[config.mk]
export PLATFORM = sky130hd
export DESIGN_NAME = pfvl_lane
export DESIGN_NICKNAME = d
export VERILOG_FILES = /design/src/hw/rtl/pfvl_pkg.sv /design/src/hw/rtl/pfvl_lane.sv
export SDC_FILE = /design/constraint.sdc
export NUM_CORES = 2
export LEC_CHECK = 0
export BUFFER_PORTS_ARGS = -buffer_cell sky130_fd_sc_hd__clkbuf_2
export CAP_MARGIN = 20
export CORE_MARGIN = 2
export CORE_UTILIZATION = 30
export CTS_BUF_LIST = sky130_fd_sc_hd__clkbuf_2 sky130_fd_sc_hd__clkbuf_4 sky130_fd_sc_hd__clkbuf_8
export DETAILED_ROUTE_END_ITERATION = 7
export GPL_TIMING_DRIVEN = 0
export SETUP_SLACK_MARGIN = 0.3
export SYNTH_ARGS = -nofsm -noshare
export SYNTH_HDL_FRONTEND = slang
export SYNTH_SLANG_ARGS = --single-unit
[constraint.sdc]
create_clock -name clock -period 24.1 [get_ports clock]
set_clock_uncertainty 0.15 [all_clocks]
set_input_delay 7.23 -clock clock [delete_from_list [all_inputs] [get_ports clock]]
set_output_delay 7.23 -clock clock [all_outputs]
set_load 0.02 [all_outputs]
[src/hw/rtl/pfvl_pkg.sv]
`timescale 1ns / 1ps

package pfvl_pkg;

   localparam int SAMPLE_W  = 32;
   localparam int LEVEL_W   = 16;
   localparam int GAIN_W    = 17;
   localparam int FMT_W     = 3;
   localparam int FRAME_W   = 64;
   localparam int CSR_IDX_W = 2;
   localparam int CSR_DAT_W = 32;
   localparam int DIV_STEPS = 32;
   localparam int DIV_CNT_W = 5;

   localparam logic [FMT_W-1:0] FMT_PCM16 = 3'd0;
   localparam logic [FMT_W-1:0] FMT_PCM24 = 3'd1;
   localparam logic [FMT_W-1:0] FMT_PCM32 = 3'd2;

   localparam logic [CSR_IDX_W-1:0] CSR_SAMPLE_FORMAT = 2'd0;
   localparam logic [CSR_IDX_W-1:0] CSR_STEREO        = 2'd1;
   localparam logic [CSR_IDX_W-1:0] CSR_GAIN          = 2'd2;
   localparam logic [CSR_IDX_W-1:0] CSR_OUTPUT_OFFSET = 2'd3;

   localparam logic [GAIN_W-1:0] GAIN_UNITY = 17'h10000;

   typedef enum logic [4:0] {
      S_IDLE = 5'b00001,
      S_MUL  = 5'b00010,
      S_ACC  = 5'b00100,
      S_DIV  = 5'b01000,
      S_OUT  = 5'b10000
   } state_type;

   typedef struct packed {
      logic load;
      logic mul;
      logic acc;
      logic close;
      logic step;
   } lane_ctrl_type;

   // left-justified sample of one channel, zero for non-pcm formats
   function automatic logic [SAMPLE_W-1:0] unpack_sample(
      input logic [FRAME_W-1:0] frame,
      input logic [FMT_W-1:0]   fmt,
      input logic               upper
   );
      logic [SAMPLE_W-1:0] res;
      case (fmt)
         FMT_PCM16: begin
            res = upper ? {frame[31:16], 16'h0000} : {frame[15:0], 16'h0000};
         end
         FMT_PCM24: begin
            res = upper ? {frame[47:24], 8'h00} : {frame[23:0], 8'h00};
         end
         FMT_PCM32: begin
            res = upper ? frame[63:32] : frame[31:0];
         end
         default: begin
            res = '0;
         end
      endcase
      return res;
   endfunction

endpackage

[src/hw/rtl/pfvl_lane.sv]
`timescale 1ns / 1ps

module pfvl_lane
   import pfvl_pkg::*;
#(
   parameter int CNT_W = 11
) (
   input  logic                clock,
   input  logic                reset,
   input  lane_ctrl_type       ctrl,
   input  logic [SAMPLE_W-1:0] sample,
   input  logic [GAIN_W-1:0]   gain,
   input  logic [SAMPLE_W-1:0] offset,
   input  logic [CNT_W-1:0]    divisor,
   output logic [SAMPLE_W-1:0] scaled,
   output logic [LEVEL_W-1:0]  level
);

   logic signed [SAMPLE_W-1:0] s_ff;
   logic signed [49:0]         prod_ff;
   logic signed [49:0]         prod_in;
   logic signed [31:0]         sq_ff;
   logic signed [31:0]         sq_in;
   logic signed [31:0]         q_full;
   logic signed [15:0]         q;
   logic signed [49:0]         biased;
   logic [SAMPLE_W-1:0]        scaled_ff;
   logic [SAMPLE_W-1:0]        scaled_in;
   logic [31:0]                sum_ff;
   logic [31:0]                sum_in;
   logic [LEVEL_W-1:0]         energy;
   logic [31:0]                quo_ff;
   logic [CNT_W-1:0]           rem_ff;
   logic [CNT_W:0]             trial;
   logic [CNT_W:0]             diff;
   logic                       ge;

   // truncate toward zero on the divide by 65536
   assign q_full  = s_ff + (s_ff[31] ? 32'sh0000ffff : 32'sh00000000);
   assign q       = q_full[31:16];
   assign sq_in   = q * q;
   assign prod_in = s_ff * $signed({1'b0, gain});

   assign biased    = prod_ff + (prod_ff[49] ? 50'sd65535 : 50'sd0);
   assign scaled_in = biased[47:16] + offset;
   assign energy    = sq_ff[30:15];
   assign sum_in    = sum_ff + {16'h0000, energy};

   // restoring divider, one quotient bit per step
   assign trial = {rem_ff, quo_ff[31]};
   assign diff  = trial - {1'b0, divisor};
   assign ge    = trial >= {1'b0, divisor};

   always_ff @(posedge clock) begin
      if (ctrl.load) begin
         s_ff <= sample;
      end
      if (ctrl.mul) begin
         prod_ff <= prod_in;
         sq_ff   <= sq_in;
      end
      if (ctrl.acc) begin
         scaled_ff <= scaled_in;
         if (ctrl.close) begin
            quo_ff <= sum_in;
            rem_ff <= '0;
         end
      end else if (ctrl.step) begin
         quo_ff <= {quo_ff[30:0], ge};
         rem_ff <= ge ? diff[CNT_W-1:0] : trial[CNT_W-1:0];
      end
   end

   always_ff @(posedge clock) begin
      if (reset) begin
         sum_ff <= '0;
      end else if (ctrl.acc) begin
         sum_ff <= ctrl.close ? 32'h0 : sum_in;
      end
   end

   assign scaled = scaled_ff;
   assign level  = quo_ff[LEVEL_W-1:0];

endmodule

==> results.txt <==
- The run finished with clean final reports.
* Number of pins with negative max-slew slack in the final report: 0
- Final Cycle Share: 60.97%
- Mapped Cells: 4000
* Initial antenna violation count: 12
- Final setup violating endpoints: 0
- In the routed layout, each cell is associated on average with a via count of 4.608.
- Counting along the longest clock path gives a buffer depth of 3.
- After the last flow step, the layout net total stands at 5330.
- Once detail routing completed, the nets flagged for antenna violations numbered 0.
* Post-synthesis sequential area ratio: 15.22%
* Overall die width: 360.6 um
* Relative area change from synthesis to final layout: 9.959%
- Actual transition at the worst max-transition pin: 1.038 ns
- Area inside the core boundary: 125900 um^2
* Number of buffers created by CTS: 42
- Drt initial violations: 1575
- Entering global routing, the biggest net connects 66 pins.
- Filler Cells Inserted: 12982
- The number of global-route vias before repair is 28771.
* Ratio of cells with drive above 1 in the final layout: 6.654%
* Synthesized area: 38150 um^2
- Nature of the critical path endpoint: register
- Hold violation total from the final report: 0
* Area used by multi-input combinational logic: 28260 um^2
* Min cycle time layout: 14.69 ns
* Buffer count from post-CTS setup fixing: 0
* Number of placement rows: 130
- The clock reaches the later pin of the worst-skew pair after 0.68 ns.
- The critical path is of the input port to register type.
* RSZ-0062 raised after global routing: false
- Worst Path Max Fanout: 10
- TritonCTS clock tree: built
- Summed over all nets, the half-perimeter wirelength after detailed placement is 85900 um.
- The finished cells cover 41950 um^2.
- For the worst setup path, the data required time is 24.18 ns.
- Root buf cell: clkbuf_8
* Worst min path class: register to register
* Grt total ovfl: 0
* Maximum cell stage delay along the critical path: 0.66 ns
- Port bufs: 146
- Per-instance average area after synthesis: 9.539 um^2
- Io pins: 147
- Most common cell on crit path: fa_1
- STA classifies the critical path startpoint as an input port.
* Global-route wire length before repair: 162500 um
- Cts-stage hold buffer count: 0
- Number of H-tree levels: 2
- Number of distinct library cells after synthesis: 74
* Final standard cell utilization of the core: 33.32%
* Total Wirelength: 102300 um
- The synthesized design contains 172 enable-type register cells.
- Num Clock Sinks: 204
- Die extent in y: 360.6 um
- Initial Utilization: 30.31%
- Before antenna repair, the detailed router went through 5 iterations.
- At the end of routability-driven placement, the weighted congestion stood at 0.9186.
- End of the worst register-to-register path: sq_ff[30]
- Of all flip-flops after synthesis, the portion carrying an async set or reset was 0%.
- Counting tap cells, the placed design contains a total of 5797 instances.
- The number of nets handed over by synthesis was 5137.
* Routed wire per std cell: 17.40 um
- Top FF cell, synth: edfxtp_1
- Measured in cells, the most critical reg-to-reg path has a length of 32.
- Total negative slack: 0 ns
- For this run, the number of standard cells in the final layout without fillers is 5878.
- Max-Slew Margin vs Limit: 30.27%
- Post-CTS repair changed the size of 0 cells.
- The detailed router placed 27088 vias in this run.
- Post-synthesis register bit count: 204
- Reg-to-reg setup timing slack: 13.84 ns
* Reported max-cap violation count: 0
* Clock edge transition at the registers on the reported setup and hold paths: 0.06 ns
* Max Clock Freq: 0.06806 GHz
* Startpoint of the lowest-slack hold path: sum_ff[0]
- In this run the critical register-to-register path is launched from s_ff[31].
* Critical path's slowest cell: clkbuf_1
- Register cell area after layout: 5806 um^2
- Signal arrival time at the worst endpoint: 14.77 ns
- For hold timing, the worst endpoint is sum_ff[0].
- In this run the cell area measured after placement is 40980 um^2.
- The worst hold path passes through 2 cells.
* Die Outline Area: 130100 um^2
- Number of remaining DRC errors: 0
- Synthesis warning total: 0
- Global routing used 16.11% of the available tracks.
per-stage QoR:
| stage | setup WS [ns] | hold WS, ns |
|---|---|---|
| 5_1_grt | 9.113 | 0.3563 |
| 6_report | 9.407 | 0.3384 |
| 3_5_place_dp | 8.879 | 0.3197 |
| 2_1_floorplan | 10.83 | 0.2946 |
| 3_3_place_gp | 8.880 | 0.3021 |
| 4_1_cts | 9.569 | 0.3291 |
worst max-delay path by stage:
stage                  from           to  depth (start not counted)
finish              gain[3]  prod_ff[49]                         25
global route        gain[3]  prod_ff[49]                         25
CTS                 gain[3]  prod_ff[49]                         25
detailed placement  gain[3]  prod_ff[49]                         25
global placement    gain[3]  prod_ff[49]                         25
floorplan           gain[3]  prod_ff[41]                         24
registers in the layout, summed over array words and instances (netlist names):
signal and flops:
quo_ff 32, sum_ff 32, rem_ff 11, sq_ff 16, scaled 32, prod_ff 49
s_ff 32
worst max-delay path: cells and delay by family:
family,cells,cell delay [ns]
compound gates,6,1.77
fa+ha+maj,7,3.52
buf+inv,7,1.13
simple gates,5,1.12
layout by cell type (no fill, tap or decap), types with 7 or more instances in the layout:
master	n
xor2_1	46
mux2i_1	10
buf_4	16
o21bai_1	12
o31ai_1	8
or3_1	8
a31oi_1	15
clkbuf_2	145
inv_1	906
clkbuf_8	45
a22oi_1	18
xnor2_1	138
a21boi_0	7
fa_1	751
edfxtp_1	172
o21ai_0	75
nor2_1	176
nand4_1	22
dfxtp_1	32
ha_1	287
nand2_1	474
nand2b_1	13
a21o_1	49
buf_2	7
nor3_1	24
a21oi_1	129
and2_1	225
and3_1	39
nand3_1	36
a211oi_1	15
and4_1	9
mux2_2	14
o21a_1	16
nor2b_1	15
clkbuf_1	130
clkbuf_4	13
per-layer routing:
metal	share of wire [%]	global-route usage [%]
met2	44	25.02
met1	45	22.33
met4	2.6	4.455
met3	8.2	3.887
met5	0.079	0
cell families after synthesis:
group	share of synthesized area, %
buffers and inverters	10.72
AND/OR/NAND/NOR	13.11
adder cells (fa/ha/maj)	48.82
AO/OA/AOI/OAI	7.031
flip-flops	15.22
XOR/XNOR	4.394
multiplexers	0.7149
cell usage after synthesis (32+ instances only):
| cell | count | area, um^2 |
|---|---|---|
| inv_1 | 906 | 3401 |
| fa_1 | 751 | 15030 |
| nand2_1 | 474 | 1779 |
| ha_1 | 287 | 3591 |
| and2_1 | 225 | 1408 |
| nor2_1 | 176 | 660.6 |
| edfxtp_1 | 172 | 5165 |
| xnor2_1 | 138 | 1209 |
| clkbuf_1 | 130 | 488.0 |
| a21oi_1 | 129 | 645.6 |
| o21ai_0 | 75 | 375.4 |
| a21o_1 | 49 | 367.9 |
| xor2_1 | 46 | 402.9 |
| and3_1 | 39 | 244.0 |
| nand3_1 | 36 | 180.2 |
| dfxtp_1 | 32 | 640.6 |
cell type report:
cell class	instances	area share, %
diodes	5	0.02982
inverters	909	8.133
flip-flops and latches	204	13.84
clock buffers	57	1.691
clock inverters	17	0.5070
well taps	1650	4.921
plain buffers	160	1.613
repair buffers	149	1.909
multi-input cells	2727	67.36
Power is not shown: default switching activity piles up to over one toggle a cycle in this logic, so the estimate is an artifact.
